$ cat src/hw/rtl/ale_pkg.sv
// Shared types and constants for the array list engine.
`default_nettype none

package ale_pkg;

    localparam int FUNC_BITS   = 3;
    localparam int POS_BITS    = 5;
    localparam int VALUE_BITS  = 32;
    localparam int INDEX_BITS  = 5;
    localparam int STATUS_BITS = 2;

    // Operation selectors.
    localparam logic [FUNC_BITS-1:0] FN_INSERT = 3'd0;
    localparam logic [FUNC_BITS-1:0] FN_DELETE = 3'd1;
    localparam logic [FUNC_BITS-1:0] FN_GET    = 3'd2;
    localparam logic [FUNC_BITS-1:0] FN_LOCATE = 3'd3;
    localparam logic [FUNC_BITS-1:0] FN_PRED   = 3'd4;
    localparam logic [FUNC_BITS-1:0] FN_SUCC   = 3'd5;
    localparam logic [FUNC_BITS-1:0] FN_CLEAR  = 3'd6;

    // Result status codes.
    localparam logic [STATUS_BITS-1:0] ST_OK   = 2'd0;
    localparam logic [STATUS_BITS-1:0] ST_MISS = 2'd1;
    localparam logic [STATUS_BITS-1:0] ST_FULL = 2'd2;

    typedef enum logic [2:0] {
        S_IDLE,
        S_DISPATCH,
        S_SHIFT_UP,
        S_WRITE_NEW,
        S_SHIFT_DN,
        S_SCAN,
        S_FETCH,
        S_FINISH
    } state_t;

    // Commands from the controller to the datapath.
    typedef struct packed {
        logic load_item;
        logic walk_start;
        logic rd;
        logic rd_adj;
        logic wr_up;
        logic wr_dn;
        logic wr_new;
        logic cap_value;
        logic cap_index;
        logic res_ok;
        logic res_full;
        logic cnt_inc;
        logic cnt_dec;
        logic cnt_clr;
        logic out_load;
    } ctrl_cmd_t;

    // Status from the datapath to the controller.
    typedef struct packed {
        logic [FUNC_BITS-1:0] func;
        logic                 ins_pos_ok;
        logic                 pos_ok;
        logic                 full;
        logic                 multi;
        logic                 left_zero;
        logic                 rd_vld;
        logic                 match;
        logic                 rd_at_pos;
        logic                 out_free;
    } dp_status_t;

endpackage

`default_nettype wire

$ cat src/hw/rtl/ale_dp.sv
// Datapath of the array list engine: storage, walk pointers, result and output registers.
`default_nettype none

module ale_dp
    import ale_pkg::*;
#(
    parameter int DEPTH     = 16,
    parameter int WORD_BITS = 32
) (
    input  wire logic                          clk,
    input  wire logic                          rst_n,
    input  wire ctrl_cmd_t                     cmd,
    output dp_status_t                         sts,
    input  wire logic        [FUNC_BITS-1:0]   func,
    input  wire logic        [POS_BITS-1:0]    position,
    input  wire logic signed [VALUE_BITS-1:0]  value,
    output logic                               res_valid,
    input  wire logic                          res_stall,
    output logic             [STATUS_BITS-1:0] status,
    output logic signed      [VALUE_BITS-1:0]  value_out,
    output logic             [INDEX_BITS-1:0]  index_out,
    output logic             [INDEX_BITS-1:0]  length_out
);

    localparam int AW    = $clog2(DEPTH);
    localparam int CW    = $clog2(DEPTH + 1);
    localparam int CMP_W = ((CW > POS_BITS) ? CW : POS_BITS) + 1;
    localparam int EXT_W = (WORD_BITS > VALUE_BITS) ? WORD_BITS : VALUE_BITS;

    logic [WORD_BITS-1:0] mem [DEPTH];

    logic [FUNC_BITS-1:0]   func_reg,   func_next;
    logic [POS_BITS-1:0]    pos_reg,    pos_next;
    logic [WORD_BITS-1:0]   key_reg,    key_next;
    logic [CW-1:0]          count_reg,  count_next;
    logic [CW-1:0]          ptr_reg,    ptr_next;
    logic [CW-1:0]          left_reg,   left_next;
    logic [CW-1:0]          rd_addr_reg, rd_addr_next;
    logic                   rd_vld_reg, rd_vld_next;
    logic [WORD_BITS-1:0]   rd_data_reg;
    logic [STATUS_BITS-1:0] rstat_reg,  rstat_next;
    logic [VALUE_BITS-1:0]  rvalue_reg, rvalue_next;
    logic [INDEX_BITS-1:0]  rindex_reg, rindex_next;
    logic                   out_vld_reg, out_vld_next;
    logic [STATUS_BITS-1:0] out_stat_reg;
    logic [VALUE_BITS-1:0]  out_value_reg;
    logic [INDEX_BITS-1:0]  out_index_reg;
    logic [INDEX_BITS-1:0]  out_len_reg;

    logic signed [EXT_W-1:0] value_ext;
    logic [CMP_W-1:0]        pos_x;
    logic [CMP_W-1:0]        cnt_x;
    logic [CW-1:0]           pm1;
    logic [CW-1:0]           rd_addr_inc;
    logic [CW-1:0]           rd_addr_dec;
    logic [CW-1:0]           rd_addr;
    logic                    rd_en;
    logic                    wr_en;
    logic [CW-1:0]           wr_addr;
    logic [WORD_BITS-1:0]    wr_data;
    logic [CW-1:0]           ptr_init;
    logic [CW-1:0]           left_init;

    assign value_ext   = EXT_W'(value);
    assign pos_x       = CMP_W'(pos_reg);
    assign cnt_x       = CMP_W'(count_reg);
    assign pm1         = CW'(pos_x - CMP_W'(1));
    assign rd_addr_inc = rd_addr_reg + CW'(1);
    assign rd_addr_dec = rd_addr_reg - CW'(1);

    // Status toward the controller.
    always_comb
    begin
        sts.func       = func_reg;
        sts.ins_pos_ok = (pos_x != '0) && (pos_x <= cnt_x + CMP_W'(1));
        sts.pos_ok     = (pos_x != '0) && (pos_x <= cnt_x);
        sts.full       = (count_reg == CW'(DEPTH));
        sts.multi      = (count_reg >= CW'(2));
        sts.left_zero  = (left_reg == '0);
        sts.rd_vld     = rd_vld_reg;
        sts.match      = (rd_data_reg == key_reg);
        sts.rd_at_pos  = (rd_addr_reg == pm1);
        sts.out_free   = !out_vld_reg || !res_stall;
    end

    // Start point and length of the walk for each operation.
    always_comb
    begin
        ptr_init  = '0;
        left_init = '0;
        unique case (func_reg)
            FN_INSERT:
            begin
                ptr_init  = count_reg - CW'(1);
                left_init = count_reg - pm1;
            end
            FN_DELETE:
            begin
                ptr_init  = pm1;
                left_init = count_reg - pm1;
            end
            FN_GET:
            begin
                ptr_init  = pm1;
                left_init = CW'(1);
            end
            FN_LOCATE:
            begin
                ptr_init  = '0;
                left_init = count_reg;
            end
            FN_PRED:
            begin
                ptr_init  = CW'(1);
                left_init = count_reg - CW'(1);
            end
            FN_SUCC:
            begin
                ptr_init  = '0;
                left_init = count_reg - CW'(1);
            end
            default:
            begin
                ptr_init  = '0;
                left_init = '0;
            end
        endcase
    end

    // Memory port selection.
    always_comb
    begin
        rd_en = cmd.rd || cmd.rd_adj;
        if (cmd.rd_adj)
        begin
            rd_addr = (func_reg == FN_PRED) ? rd_addr_dec : rd_addr_inc;
        end
        else
        begin
            rd_addr = ptr_reg;
        end

        wr_en = cmd.wr_up || cmd.wr_dn || cmd.wr_new;
        priority if (cmd.wr_new)
        begin
            wr_addr = pm1;
            wr_data = key_reg;
        end
        else if (cmd.wr_up)
        begin
            wr_addr = rd_addr_inc;
            wr_data = rd_data_reg;
        end
        else
        begin
            wr_addr = rd_addr_dec;
            wr_data = rd_data_reg;
        end
    end

    always_ff @(posedge clk)
    begin
        if (wr_en)
        begin
            mem[wr_addr[AW-1:0]] <= wr_data;
        end
        if (rd_en)
        begin
            rd_data_reg <= mem[rd_addr[AW-1:0]];
        end
    end

    // Next values of the control and result registers.
    always_comb
    begin
        func_next    = func_reg;
        pos_next     = pos_reg;
        key_next     = key_reg;
        count_next   = count_reg;
        ptr_next     = ptr_reg;
        left_next    = left_reg;
        rd_addr_next = rd_en ? rd_addr : rd_addr_reg;
        rd_vld_next  = rd_en;
        rstat_next   = rstat_reg;
        rvalue_next  = rvalue_reg;
        rindex_next  = rindex_reg;

        if (cmd.load_item)
        begin
            func_next   = func;
            pos_next    = position;
            key_next    = value_ext[WORD_BITS-1:0];
            rstat_next  = ST_MISS;
            rvalue_next = '0;
            rindex_next = '0;
        end

        if (cmd.walk_start)
        begin
            ptr_next  = ptr_init;
            left_next = left_init;
        end
        else if (cmd.rd)
        begin
            ptr_next  = (func_reg == FN_INSERT) ? ptr_reg - CW'(1) : ptr_reg + CW'(1);
            left_next = left_reg - CW'(1);
        end

        priority if (cmd.cnt_clr)
        begin
            count_next = '0;
        end
        else if (cmd.cnt_inc)
        begin
            count_next = count_reg + CW'(1);
        end
        else if (cmd.cnt_dec)
        begin
            count_next = count_reg - CW'(1);
        end
        else
        begin
            count_next = count_reg;
        end

        if (cmd.res_ok)
        begin
            rstat_next = ST_OK;
        end
        if (cmd.res_full)
        begin
            rstat_next = ST_FULL;
        end
        if (cmd.cap_value)
        begin
            rvalue_next = VALUE_BITS'(rd_data_reg);
        end
        if (cmd.cap_index)
        begin
            rindex_next = INDEX_BITS'(rd_addr_inc);
        end
    end

    assign out_vld_next = cmd.out_load ? 1'b1 : (res_stall ? out_vld_reg : 1'b0);

    always_ff @(posedge clk or negedge rst_n)
    begin
        if (!rst_n)
        begin
            count_reg   <= '0;
            left_reg    <= '0;
            ptr_reg     <= '0;
            rd_addr_reg <= '0;
            rd_vld_reg  <= 1'b0;
            out_vld_reg <= 1'b0;
            func_reg    <= FN_CLEAR;
        end
        else
        begin
            count_reg   <= count_next;
            left_reg    <= left_next;
            ptr_reg     <= ptr_next;
            rd_addr_reg <= rd_addr_next;
            rd_vld_reg  <= rd_vld_next;
            out_vld_reg <= out_vld_next;
            func_reg    <= func_next;
        end
    end

    always_ff @(posedge clk)
    begin
        pos_reg    <= pos_next;
        key_reg    <= key_next;
        rstat_reg  <= rstat_next;
        rvalue_reg <= rvalue_next;
        rindex_reg <= rindex_next;
        if (cmd.out_load)
        begin
            out_stat_reg  <= rstat_reg;
            out_value_reg <= rvalue_reg;
            out_index_reg <= rindex_reg;
            out_len_reg   <= INDEX_BITS'(count_reg);
        end
    end

    assign res_valid  = out_vld_reg;
    assign status     = out_stat_reg;
    assign value_out  = out_value_reg;
    assign index_out  = out_index_reg;
    assign length_out = out_len_reg;

    a_count_bound: assert property (@(posedge clk) disable iff (!rst_n)
        count_reg <= CW'(DEPTH))
        else $error("list length above capacity");

    a_port_hazard: assert property (@(posedge clk) disable iff (!rst_n)
        (wr_en && rd_en) |-> (wr_addr != rd_addr))
        else $error("read and write to the same entry in one cycle");

    a_count_change: assert property (@(posedge clk) disable iff (!rst_n)
        (!cmd.cnt_inc || !sts.full) && (!cmd.cnt_dec || (count_reg != '0)))
        else $error("list length wraps");

endmodule

`default_nettype wire

$ cat src/hw/rtl/ale_ctrl.sv
// Controller state machine of the array list engine.
`default_nettype none

module ale_ctrl
    import ale_pkg::*;
(
    input  wire logic       clk,
    input  wire logic       rst_n,
    input  wire logic       req_valid,
    output logic            req_stall,
    input  wire dp_status_t sts,
    output ctrl_cmd_t       cmd
);

    state_t state_reg, state_next;
    logic   hit;

    assign hit = sts.rd_vld && sts.match;

    always_ff @(posedge clk or negedge rst_n)
    begin
        if (!rst_n)
        begin
            state_reg <= S_IDLE;
        end
        else
        begin
            state_reg <= state_next;
        end
    end

    // Next state.
    always_comb
    begin
        state_next = state_reg;
        unique case (state_reg)
            S_IDLE:
            begin
                if (req_valid)
                begin
                    state_next = S_DISPATCH;
                end
            end
            S_DISPATCH:
            begin
                unique case (sts.func)
                    FN_INSERT:
                        state_next = (sts.ins_pos_ok && !sts.full) ? S_SHIFT_UP : S_FINISH;
                    FN_DELETE, FN_GET:
                        state_next = sts.pos_ok ? S_SHIFT_DN : S_FINISH;
                    FN_LOCATE:
                        state_next = S_SCAN;
                    FN_PRED, FN_SUCC:
                        state_next = sts.multi ? S_SCAN : S_FINISH;
                    default:
                        state_next = S_FINISH;
                endcase
            end
            S_SHIFT_UP:
            begin
                if (sts.left_zero)
                begin
                    state_next = S_WRITE_NEW;
                end
            end
            S_WRITE_NEW:
            begin
                state_next = S_FINISH;
            end
            S_SHIFT_DN:
            begin
                if (sts.left_zero)
                begin
                    state_next = S_FINISH;
                end
            end
            S_SCAN:
            begin
                priority if (hit)
                begin
                    state_next = (sts.func == FN_LOCATE) ? S_FINISH : S_FETCH;
                end
                else if (sts.left_zero)
                begin
                    state_next = S_FINISH;
                end
                else
                begin
                    state_next = S_SCAN;
                end
            end
            S_FETCH:
            begin
                state_next = S_FINISH;
            end
            S_FINISH:
            begin
                if (sts.out_free)
                begin
                    state_next = S_IDLE;
                end
            end
        endcase
    end

    // Commands.
    always_comb
    begin
        cmd       = '0;
        req_stall = (state_reg != S_IDLE);
        unique case (state_reg)
            S_IDLE:
            begin
                cmd.load_item = req_valid;
            end
            S_DISPATCH:
            begin
                unique case (sts.func)
                    FN_INSERT:
                    begin
                        cmd.res_full   = sts.ins_pos_ok && sts.full;
                        cmd.walk_start = sts.ins_pos_ok && !sts.full;
                    end
                    FN_DELETE, FN_GET:
                        cmd.walk_start = sts.pos_ok;
                    FN_LOCATE:
                        cmd.walk_start = 1'b1;
                    FN_PRED, FN_SUCC:
                        cmd.walk_start = sts.multi;
                    FN_CLEAR:
                    begin
                        cmd.cnt_clr = 1'b1;
                        cmd.res_ok  = 1'b1;
                    end
                    default:
                        cmd.res_ok = 1'b0;
                endcase
            end
            S_SHIFT_UP:
            begin
                cmd.wr_up = sts.rd_vld;
                cmd.rd    = !sts.left_zero;
            end
            S_WRITE_NEW:
            begin
                cmd.wr_new  = 1'b1;
                cmd.cnt_inc = 1'b1;
                cmd.res_ok  = 1'b1;
            end
            S_SHIFT_DN:
            begin
                cmd.rd        = !sts.left_zero;
                cmd.cap_value = sts.rd_vld && sts.rd_at_pos;
                cmd.wr_dn     = sts.rd_vld && !sts.rd_at_pos && (sts.func == FN_DELETE);
                cmd.res_ok    = sts.left_zero;
                cmd.cnt_dec   = sts.left_zero && (sts.func == FN_DELETE);
            end
            S_SCAN:
            begin
                cmd.cap_index = hit && (sts.func == FN_LOCATE);
                cmd.res_ok    = hit && (sts.func == FN_LOCATE);
                cmd.rd_adj    = hit && (sts.func != FN_LOCATE);
                cmd.rd        = !hit && !sts.left_zero;
            end
            S_FETCH:
            begin
                cmd.cap_value = 1'b1;
                cmd.res_ok    = 1'b1;
            end
            S_FINISH:
            begin
                cmd.out_load = sts.out_free;
            end
        endcase
    end

    a_delete_has_data: assert property (@(posedge clk) disable iff (!rst_n)
        (state_reg == S_SHIFT_DN && sts.left_zero) |-> sts.rd_vld)
        else $error("removal walk ends without the last word read");

    a_fetch_has_data: assert property (@(posedge clk) disable iff (!rst_n)
        (state_reg == S_FETCH) |-> sts.rd_vld)
        else $error("neighbor fetch without read data");

    a_one_write: assert property (@(posedge clk) disable iff (!rst_n)
        $onehot0({cmd.wr_up, cmd.wr_dn, cmd.wr_new}))
        else $error("more than one memory write in a cycle");

endmodule

`default_nettype wire

$ cat src/hw/rtl/array_list_engine_core.sv
// Top level of the array list engine: a bounded ordered list of signed words.
//
// A request carries func, position and value and is taken at a rising edge where
// req_valid is high and req_stall is low. Each request yields exactly one result
// (status, value_out, index_out, length_out) on the result channel, handed over at
// an edge where res_valid is high and res_stall is low.
// The list lives in a DEPTH-entry single-write, single-read memory. Insert, delete
// and the searches walk it one entry per cycle through the memory read port.
// The result becomes valid when req_stall drops for the next request.
// One request is worked on at a time; req_stall is high while it is in progress.
// The finished result sits in an output register, so a new request is taken while
// the previous result still waits. If res_stall keeps that register full, the
// next result waits inside the block and req_stall stays high meanwhile.
// Reset empties the list at once (length zero); the stored words are not cleared,
// as no position beyond the length can be read.
`default_nettype none

module array_list_engine_core
    import ale_pkg::*;
#(
    parameter int DEPTH     = 16,
    parameter int WORD_BITS = 32
) (
    input  wire logic                          clk,
    input  wire logic                          rst_n,
    input  wire logic                          req_valid,
    output logic                               req_stall,
    input  wire logic        [FUNC_BITS-1:0]   func,
    input  wire logic        [POS_BITS-1:0]    position,
    input  wire logic signed [VALUE_BITS-1:0]  value,
    output logic                               res_valid,
    input  wire logic                          res_stall,
    output logic             [STATUS_BITS-1:0] status,
    output logic signed      [VALUE_BITS-1:0]  value_out,
    output logic             [INDEX_BITS-1:0]  index_out,
    output logic             [INDEX_BITS-1:0]  length_out
);

    ctrl_cmd_t  cmd;
    dp_status_t sts;

    // The controller sequences each request; the datapath holds the list.
    ale_ctrl u_ctrl (
        .clk       (clk),
        .rst_n     (rst_n),
        .req_valid (req_valid),
        .req_stall (req_stall),
        .sts       (sts),
        .cmd       (cmd)
    );

    ale_dp #(
        .DEPTH     (DEPTH),
        .WORD_BITS (WORD_BITS)
    ) u_dp (
        .clk        (clk),
        .rst_n      (rst_n),
        .cmd        (cmd),
        .sts        (sts),
        .func       (func),
        .position   (position),
        .value      (value),
        .res_valid  (res_valid),
        .res_stall  (res_stall),
        .status     (status),
        .value_out  (value_out),
        .index_out  (index_out),
        .length_out (length_out)
    );

endmodule

`default_nettype wire

$ cat config.mk
export PLATFORM = sky130hd
export DESIGN_NAME = array_list_engine_core
export DESIGN_NICKNAME = d
export VERILOG_FILES = /design/src/hw/rtl/ale_pkg.sv /design/src/hw/rtl/ale_dp.sv /design/src/hw/rtl/ale_ctrl.sv /design/src/hw/rtl/array_list_engine_core.sv
export SDC_FILE = /design/constraint.sdc
export NUM_CORES = 1
export LEC_CHECK = 0
export BUFFER_PORTS_ARGS = -buffer_cell sky130_fd_sc_hd__buf_2
export CAP_MARGIN = 20
export CORE_AREA = 4 4 236 238
export CTS_CLUSTER_SIZE = 12
export DETAILED_ROUTE_END_ITERATION = 6
export DIE_AREA = 0 0 240 242
export PLACE_DENSITY_LB_ADDON = 0.05
export SYNTH_ARGS = -nofsm -noshare
export SYNTH_HDL_FRONTEND = slang
export SYNTH_SLANG_ARGS = --single-unit
$ cat constraint.sdc
create_clock -name clk -period 9.5 [get_ports clk]
set_input_delay 1.9 -clock clk [delete_from_list [all_inputs] [get_ports clk]]
set_output_delay 1.9 -clock clk [all_outputs]
set_load 0.005 [all_outputs]
==> metrics.csv, run 1 <==
stage,metric,value,unit
placed_design,Post-DP HPWL,41900,µm
pwr,pwr/cell area,310,mW/mm²
yosys,dominant cell type by area after synthesis,edfxtp_1,
floorplan,# rows,85,
yosys,Netlist Area Pre-Place,0.0291,mm²
timing,Setup TNS Final,0,ns
clocking,"CTS clk-pin slew, worst paths",0.06,ns
clocking,clk sinks,692,
clocking,later-pin clock latency in the skew report,0.60,ns
worst_setup_path,crit path cell chain,xor2_1 > or4_1 > nor3_2 > nor4b_4 > a21oi_4 > buf_4 > nor2_4 > buf_4 > mux2_2 > nand2_1 > o2111ai_1,
yosys,Synth Net Count,2090,
yosys,synth unique cells,67,
worst_setup_path,CP endpoint kind,flop,
worst_hold_path,min-delay worst type,flop to flop,
yosys,Synth Area in Simple Gates,9.63,%
detailed_routing,met3 wire length,5280,µm
detailed_routing,initial DRC count,2036,
yosys,mean post-synth cell area,14.4,µm²
clocking,CTS tree,built,
clocking,Root Driver,clkbuf_16,
worst_setup_path,CP max-delay cell,buf_4,
yosys,largest cells by area after synthesis,"edfxtp_1, mux2i_1, nand3b_1",
timing,Final Setup Violations,0,
yosys,Main synth FF type,edfxtp_1,
timing,Slew @ Worst Pin,1.09,ns
detailed_routing,DR WL met2,34700,µm
detailed_routing,drt total wl,74100,µm
yosys,post-synthesis mux area share,4.90,%
pwr,Worst VDD drop,0.164,mV
worst_setup_path,Most common cell on crit path,buf_4,
yosys,Synth top area share,68.3,%
run_status,run status,"finished, final reports clean",
detailed_routing,routed vias/inst,6.16,
floorplan,full die area,0.0581,mm²
timing,final hold vios,0,
placed_design,Port Buffers,89,
clocking,post-cts sizing count,0,
run,maxcap violations,0,
clocking,depth of the CTS H-tree,3,
global_route,largest net degree at the start of global routing,129,
clocking,Max clock buf depth,3,
timing,relative slew slack,27.1,%
worst_setup_path,"Arr. time, crit path",5.45,ns
detailed_routing,drt drc,0,
timing,Clock Skew,0.0277,ns
global_route,Overflow after GRT,0,
detailed_routing,max layer used,met4,
timing,crit share post-route,54.1,%
placed_design,Setup Slack @ Placement,4.40,ns
yosys,Synth top cells by count,"edfxtp_1, nand2_1, a21oi_1",
floorplan,Die Y,242,µm
global_route,initial antenna violation count,1,
timing,achievable clock frequency,194,MHz
floorplan,num ports,90,
yosys,complex-gate fraction of the synthesized area,8.74,%
detailed_routing,drt first pass iters,5,
floorplan,initial core utilization,54.3,%
placed_design,GP Congestion,0.882,
yosys,main combinational cell family by area after synthesis,simple AND/OR/NAND/NOR gates,
detailed_routing,routed length per placed instance,26.1,µm
clocking,# hold bufs at CTS,0,
timing,Final WS setup,4.36,ns
layout,share of layout cells above drive strength 1,13.0,%
floorplan,Core Box Area,0.0536,mm²
detailed_routing,M1 WL,32500,µm
floorplan,die width,240,µm
yosys,Post-synth EDFFs,662,
global_route,global-route wire length before repair,109000,µm
detailed_routing,antenna-violating nets left,0,
layout,max reg flops,512,
yosys,register bit count reported by yosys,692,
timing,post-layout min period,5.14,ns
pwr,P_leak,11.0,nW
yosys,sequential area share after synthesis,70.9,%
timing,Slew Limit Fails,0,
worst_setup_path,CP max stage delay,0.81,ns
worst_setup_path,Worst setup SP type,flop,
layout,Area Overhead vs Synth,11.3,%
yosys,Post-synth ARST share,4.05,%
global_route,vias in the first global route,16700,
clocking,TritonCTS Buffers,73,
timing,RSZ-0062 raised after global routing,no,
clocking,post-CTS setup buffer count,0,
global_route,Total GRT Usage,25.2,%
worst_setup_path,Worst Path Max Fanout,65,
layout,diode count,0,
yosys,"count leader, synth",edfxtp_1,
worst_setup_path,Setup CP Type,flop to flop,
yosys,Synth Warn #,0,
yosys,Synth Instances,2020,
layout,nets@finish,2170,
yosys,XOR/XNOR share of the synthesized area,2.14,%
worst_setup_path,WP data required,9.81,ns
yosys,adder-cell share of the synthesized area,1.17,%
detailed_routing,via count,17500,
where the power goes:
group	total (W)	leakage (nW)	switching, W	internal [W]
combinational	0.00296	3.58	0.00204	0.000918
sequential	0.00451	6.38	0.000302	0.00420
clock	0.00257	1.02	0.00112	0.00145
total	0.0100	11.0	0.00346	0.00658
placed cells by master (no fill, tap or decap), types with 43 or more instances in the layout:
cell type  synthesis  layout
a21oi_1          160     158
nor2_1            55      43
nand2_1          166     165
buf_2             19      89
nand3b_1         130     130
clkbuf_16          0      75
mux2i_1          103     103
o21ai_0          150     149
edfxtp_1         662     662
layout make-up:
class | instances | area (µm²)
Tap cell | 696 | 871
Inverter | 27 | 101
Multi-Input combinational cell | 1176 | 7950
Clock buffer | 95 | 1970
Timing Repair Buffer | 130 | 759
Clock inverter | 22 | 128
Fill cell | 4134 | 21200
Sequential cell | 692 | 20600
per-stage QoR:
step           std cells  area [µm²]  power, W  hold slack, ns  util (%)
2_1_floorplan       2020       29100   0.00645           0.400         -
3_3_place_gp        2719       30300   0.00742           0.402      56.5
3_5_place_dp        2719       30300   0.00750           0.405      56.5
4_1_cts             2836       32400    0.0101           0.418      60.4
5_1_grt             2838       32400    0.0105           0.424      60.4
6_report            2838       32400    0.0100           0.417      60.4
critical path, delay by kind of cell, from the launching register on:
kind            cells  cell delay (ns)
buf+inv             2             1.16
mux                 1             0.41
simple gates        5             2.25
compound gates      2             0.24
xor+xnor            1             0.20
flops               1             0.44
cells by family (layout without fill, tap and decap cells):
logic type                 after synthesis  count (layout)
AOI/OAI and AO/OA                      429             429
xor gates and xnor gates                71              71
adders and majority gates               26              26
buffers and inverters                  152             274
DFF                                    692             692
muxes                                  138             138
and+or+nand+nor                        512             512
metal layers:
layer / vias up / global-route usage [%]
met5: - / 0
met4: 0 / 5.92
met3: 99 / 4.06
met2: 662 / 39.2
met1: 8843 / 37.8
li1: 7870 / -
path summary, 6_finish.rpt:
check	from	endpoint	slack [ns]	cells after the start
setup / recovery	u_dp.rd_data_reg[14]	u_dp.rd_data_reg[1]	4.36	11
hold / removal	u_dp.rvalue_reg[18]	u_dp.value_out[18]	0.42	0
setup reg to reg	u_dp.rd_data_reg[14]	u_dp.rd_data_reg[1]	4.36	11
hold reg to reg	u_dp.rvalue_reg[18]	u_dp.value_out[18]	0.42	0
max in group asynchronous	rst_n	u_dp.rd_addr_reg[4]	7.71	1
min in group asynchronous	rst_n	u_dp.count_reg[2]	1.34	1
(Power assumes the default switching activity.)
==> run 2: changes to the inputs <==
==> constraint.sdc (replaced) <==
create_clock -name clk -period 5.01 [get_ports clk]
set_input_delay 1.002 -clock clk [delete_from_list [all_inputs] [get_ports clk]]
set_output_delay 1.002 -clock clk [all_outputs]
set_load 0.005 [all_outputs]
==> metrics.csv, run 2 (synthesis gave the netlist of run 1 again) <==
stage,metric,value,unit,change
run_status,run status,"finished, final reports clean",,
worst_setup_path,"Arr. time, crit path",4.52,ns,-0.93 ns
worst_setup_path,CP max stage delay,0.60,ns,-0.21 ns
global_route,initial antenna violation count,0,,-1
pwr,pwr/cell area,586,mW/mm²,+89%
worst_setup_path,worst path bufs/invs,1,,-1
detailed_routing,drt drc,0,,unchanged
clocking,Root Driver,clkbuf_16,,
worst_setup_path,"CP delay by family, top",simple AND/OR/NAND/NOR gates,,
timing,crit share post-route,84.8,%,+31 points
timing,post-layout min period,4.25,ns,-0.896 ns
clocking,TritonCTS Buffers,72,,-1.4%
floorplan,num ports,90,,unchanged
worst_setup_path,Setup CP Type,flop to flop,,
clocking,# hold bufs at CTS,0,,unchanged
global_route,Overflow after GRT,0,,unchanged
timing,final hold vios,0,,unchanged
placed_design,Port Buffers,89,,unchanged
layout,register area,0.0206,mm²,unchanged
timing,Slew Limit Fails,0,,unchanged
run,maxcap violations,0,,unchanged
layout,finished layout cell area,0.0328,mm²,+1.1%
global_route,largest net degree at the start of global routing,129,,unchanged
clocking,clk sinks,692,,unchanged
layout,nets@finish,2193,,+1.1%
global_route,global-route wire length before repair,110000,µm,+0.57%
floorplan,Die Y,242,µm,unchanged
clocking,post-CTS setup buffer count,0,,unchanged
clocking,post-cts sizing count,0,,unchanged
floorplan,die width,240,µm,unchanged
timing,Setup TNS Final,0,ns,unchanged
worst_setup_path,CP max-delay cell,nor4b_4,,
floorplan,full die area,0.0581,mm²,unchanged
layout,Filler cells,4114,,-0.48%
worst_hold_path,min-delay worst type,flop to flop,,
layout,"most common cell after layout, fill and taps aside",edfxtp_1,,
detailed_routing,initial DRC count,1876,,-7.9%
clocking,later-pin clock latency in the skew report,0.60,ns,about the same
timing,RSZ-0062 raised after global routing,no,,
detailed_routing,routed length per placed instance,25.9,µm,-0.77%
clocking,"CTS clk-pin slew, worst paths",0.06,ns,about the same
worst_setup_path,WP data required,5.29,ns,-4.52 ns
detailed_routing,antenna-violating nets left,0,,unchanged
timing,achievable clock frequency,235,MHz,+21%
worst_setup_path,Worst Path Max Fanout,75,,+15%
pwr,P_leak,11.1,nW,+1.6%
pwr,Worst VDD drop,0.368,mV,+120%
clocking,CTS tree,built,,
timing,Slew @ Worst Pin,0.914,ns,-0.180 ns
placed_design,Placement Cell Area,0.0307,mm²,+1.2%
detailed_routing,via count,17500,,-0.029%
layout,"commonest non-fill, non-tap cells in the layout","edfxtp_1, nand2_1, a21oi_1, o21ai_0, nand3b_1",,
global_route,vias in the first global route,17200,,+2.8%
detailed_routing,drt total wl,74100,µm,about the same
detailed_routing,drt first pass iters,5,,unchanged
floorplan,# rows,85,,unchanged
clocking,Max clock buf depth,3,,unchanged
timing,relative slew slack,38.5,%,+11 points
timing,Final Setup Violations,0,,unchanged
floorplan,initial core utilization,54.3,%,unchanged
clocking,depth of the CTS H-tree,3,,unchanged
worst_setup_path,crit path cell chain,xor2_1 > or4_1 > nor3_2 > nor4b_4 > and3_4 > buf_12 > nand3b_1 > a21oi_1 > nor4_1 > o2111ai_1,,
placed_design,GP Congestion,0.876,,-0.77%
layout,area of the multi-input gates,0.00795,mm²,unchanged
detailed_routing,routed vias/inst,6.10,,-0.87%
placed_design,Post-DP HPWL,44800,µm,+6.7%
worst_setup_path,Worst setup SP type,flop,,
floorplan,Core Box Area,0.0536,mm²,unchanged
timing,Clock Skew,0.0180,ns,-0.00966 ns
layout,Area Overhead vs Synth,12.6,%,
global_route,Total GRT Usage,25.3,%,+0.076 points
layout,share of layout cells above drive strength 1,13.7,%,+0.69 points
worst_setup_path,CP endpoint kind,flop,,
layout,max reg flops,512,,unchanged
run 2: cell count changes in the layout (fill, tap and decap cells not counted), moves of 2 or more:
cell / previous run / this run
bufinv_16: 0 / 2
buf_4: 40 / 50
clkbuf_16: 75 / 73
clkinv_2: 6 / 2
clkinv_8: 2 / 0
buf_12: 0 / 15
clkbuf_1: 18 / 24
clkinvlp_4: 2 / 0
run 2: worst paths after layout:
check | cells past startpoint | startpoint | slack [ns] | endpoint
worst min register to register | 0 | u_dp.rvalue_reg[12] | 0.41 | u_dp.value_out[12]
max in group asynchronous | 1 | rst_n | 4.09 | u_dp.rd_addr_reg[2]
worst max-delay path | 10 | u_dp.key_reg[28] | 0.76 | u_dp.rd_data_reg[14]
min in group asynchronous | 1 | rst_n | 0.45 | u_dp.count_reg[3]
worst max register to register | 10 | u_dp.key_reg[28] | 0.76 | u_dp.rd_data_reg[14]
worst min-delay path | 0 | u_dp.rvalue_reg[12] | 0.41 | u_dp.value_out[12]
run 2: layout make-up:
cell class / count / area share (%)
sequential: 692 / 63.0
multi-input combinational: 1176 / 24.3
clock buffer: 99 / 5.94
timing repair buffer: 154 / 3.42
tap: 696 / 2.66
clock inverter: 17 / 0.443
inverter: 27 / 0.309
antenna: 1 / 0.00764
run 2: routing by layer:
| metal | share of wire, % | GRT usage [%] | wire length, µm | vias up |
|---|---|---|---|---|
| li1 | - | - | - | 7921 |
| met1 | 43 | 36.5 | 32000 | 8764 |
| met2 | 48 | 40.7 | 35500 | 678 |
| met3 | 6.7 | 3.53 | 4950 | 106 |
| met4 | 2.3 | 7.13 | 1720 | 0 |
| met5 | 0 | 0 | 0 | - |
run 2: per-stage QoR:
stage | instances | total power [W] | util (%) | hold WS [ns] | worst slack, ns
2_1_floorplan | 2020 | 0.0122 | - | 0.400 | 0.541
3_3_place_gp | 2744 | 0.0142 | 57.2 | 0.401 | 0.920
3_5_place_dp | 2744 | 0.0144 | 57.2 | 0.405 | 0.817
4_1_cts | 2860 | 0.0192 | 61.1 | 0.417 | 0.794
5_1_grt | 2861 | 0.0201 | 61.1 | 0.422 | 0.546
6_report | 2862 | 0.0192 | 61.1 | 0.413 | 0.762
run 2: report_power, final:
part / total [W] / internal, W / switching [W] / leakage [nW]
Clock: 0.00488 / 0.00280 / 0.00208 / 1.01
Combinational: 0.00582 / 0.00187 / 0.00395 / 3.76
Sequential: 0.00848 / 0.00797 / 0.000510 / 6.38
==> run 3: changes to the inputs <==
==> constraint.sdc (replaced) <==
create_clock -name clk -period 3.6 [get_ports clk]
set_input_delay 0.72 -clock clk [delete_from_list [all_inputs] [get_ports clk]]
set_output_delay 0.72 -clock clk [all_outputs]
set_load 0.005 [all_outputs]
==> metrics.csv, run 3 (synthesis gave the netlist of run 1 again) <==
stage,metric,value,unit,change
run_status,run status,"finished, final reports clean",,
detailed_routing,routed vias/inst,6.04,,-1.0%
floorplan,num ports,90,,unchanged
worst_setup_path,worst reg2reg path depth,13,,+3
layout,"commonest non-fill, non-tap cells in the layout","edfxtp_1, nand2_1, a21oi_1, o21ai_0, buf_4",,
clocking,clk sinks,692,,unchanged
detailed_routing,drt first pass iters,6,,+1
timing,post-layout min period,3.60,ns,-0.652 ns
worst_hold_path,min-delay worst type,input port to async pin,,
floorplan,Core Box Area,0.0536,mm²,unchanged
worst_setup_path,CP endpoint kind,flop,,
worst_setup_path,reg2reg start,u_dp.key_reg[30],,
timing,Hold WS,0.165,ns,-0.248 ns
pwr,Worst VDD drop,0.442,mV,+20%
worst_setup_path,Setup CP Type,flop to flop,,
worst_setup_path,Worst Setup SP,u_dp.key_reg[30],,
timing,relative slew slack,40.9,%,+2.4 points
clocking,later-pin clock latency in the skew report,0.61,ns,about the same
pwr,pwr/cell area,819,mW/mm²,+40%
detailed_routing,drt total wl,76700,µm,+3.5%
floorplan,die width,240,µm,unchanged
clocking,"CTS clk-pin slew, worst paths",0.06,ns,about the same
floorplan,full die area,0.0581,mm²,unchanged
global_route,global-route wire length before repair,112000,µm,+2.2%
timing,crit share post-route,99.9,%,+15 points
timing,Final Setup Violations,0,,unchanged
global_route,initial antenna violation count,2,,+2
layout,Area Overhead vs Synth,18.6,%,
layout,share of layout cells above drive strength 1,20.2,%,+6.5 points
placed_design,GP Congestion,0.915,,+4.5%
clocking,depth of the CTS H-tree,3,,unchanged
layout,max reg flops,512,,unchanged
floorplan,Die Y,242,µm,unchanged
clocking,CTS tree,built,,
detailed_routing,initial DRC count,1807,,-3.7%
timing,Slew Limit Fails,0,,unchanged
global_route,grt peak-use layer,met2,,
placed_design,Port Buffers,89,,unchanged
clocking,Max clock buf depth,3,,unchanged
floorplan,# rows,85,,unchanged
global_route,GR Layer Usage met2,41.0,%,+0.30 points
worst_setup_path,WP data required,3.94,ns,-1.35 ns
floorplan,initial core utilization,54.3,%,unchanged
timing,achievable clock frequency,278,MHz,+18%
placed_design,Post-DP HPWL,47700,µm,+6.6%
global_route,vias in the first global route,17900,,+3.8%
clocking,TritonCTS Buffers,74,,+2.8%
layout,nets@finish,2335,,+6.5%
detailed_routing,via count,18200,,+4.0%
worst_setup_path,Worst setup SP type,flop,,
detailed_routing,drt drc,0,,unchanged
timing,final hold vios,0,,unchanged
worst_setup_path,Worst Path Max Fanout,14,,-81%
detailed_routing,antenna-violating nets left,0,,unchanged
clocking,Root Driver,clkbuf_16,,
worst_setup_path,register-to-register setup slack,0.003,ns,-0.76 ns
run,maxcap violations,0,,unchanged
detailed_routing,routed length per placed instance,25.5,µm,-1.5%
worst_setup_path,worst r2r dst,u_dp.rd_data_reg[18],,
global_route,Overflow after GRT,0,,unchanged
global_route,Total GRT Usage,26.0,%,+0.67 points
global_route,largest net degree at the start of global routing,52,,-60%
placed_design,Placement Cell Area,0.0321,mm²,+4.8%
global_route,GR Layer Usage met1,36.1,%,-0.40 points
pwr,P_leak,12.0,nW,+8.1%
layout,finished layout cell area,0.0345,mm²,+5.3%
global_route,met3 Track Usage GR,5.62,%,+2.1 points
layout,"most common cell after layout, fill and taps aside",edfxtp_1,,
worst_setup_path,"Arr. time, crit path",3.93,ns,-0.59 ns
timing,Slew @ Worst Pin,0.877,ns,-0.0368 ns
timing,RSZ-0062 raised after global routing,yes,,
timing,Clock Skew,0.0234,ns,+0.00536 ns
==> run 3: power breakdown <==
group / switching, W / internal, W
clock: 0.00292 / 0.00384
combinational: 0.00615 / 0.00373
sequential: 0.000536 / 0.0111
total: 0.00960 / 0.0186
==> run 3: cell type report <==
type	count	area, µm²
inverters	27	101
repair buffers	293	2700
multi-input cells	1177	8090
well taps	696	871
fillers	3899	19100
flip-flops and latches	692	20600
diodes	1	2.50
clock inverters	28	146
clock buffers	93	1970
==> run 3: worst max-delay path, cell delays in order (launching register included) <==
cell and delay, ns:
edfxtp_1 0.46, xor2_1 0.27, nor4_1 0.29, nand4_1 0.31, nor4b_4 0.42, buf_4 0.22, a21oi_4 0.16, buf_4 0.21
clkbuf_16 0.17, o21ai_0 0.20, a21oi_1 0.11, nor4_2 0.24, buf_4 0.16, o2111ai_1 0.08
==> run 3: stage by stage <==
stage / std cells / power (W) / setup WS [ns] / setup TNS, ns / util [%]
after detailed placement: 2876 / 0.0213 / -0.134 / -0.310 / 59.9
after global placement: 2876 / 0.0211 / -0.0666 / -0.113 / 59.9
after CTS: 2999 / 0.0281 / 0.0166 / 0 / 64.0
after floorplan: 2020 / 0.0170 / -0.832 / -78.99 / -
after global routing: 3006 / 0.0296 / -0.0216 / -0.0384 / 64.3
final: 3007 / 0.0283 / 0.00330 / 0 / 64.4
==> run 3: per-layer routing <==
metal	up-vias	share of wire (%)
met2	674	47
met5	-	0
met4	0	3.2
li1	8226	-
met3	157	7.4
met1	9112	42
==> run 3: worst max path at each step <==
stage | endpoint | slack, ns
5_1_grt | u_dp.rd_data_reg[20] | -0.02
3_5_place_dp | u_dp.rd_data_reg[8] | -0.13
3_3_place_gp | u_dp.rd_data_reg[8] | -0.07
6_report | u_dp.rd_data_reg[18] | 0.003
2_1_floorplan | u_dp.mem[13][0] | -0.83
4_1_cts | u_dp.rd_data_reg[15] | 0.02
==> run 3: repair_timing <==
| action | 4_1_cts | 5_1_grt |
|---|---|---|
| pin swaps | 1 | 8 |
| gates resized for setup | 6 | 17 |
| endpoints found under the setup margin | 14 | 32 |
| buffers inserted | 2 | 5 |
| hold buffers | 0 | 0 |
| cloned | 0 | 2 |
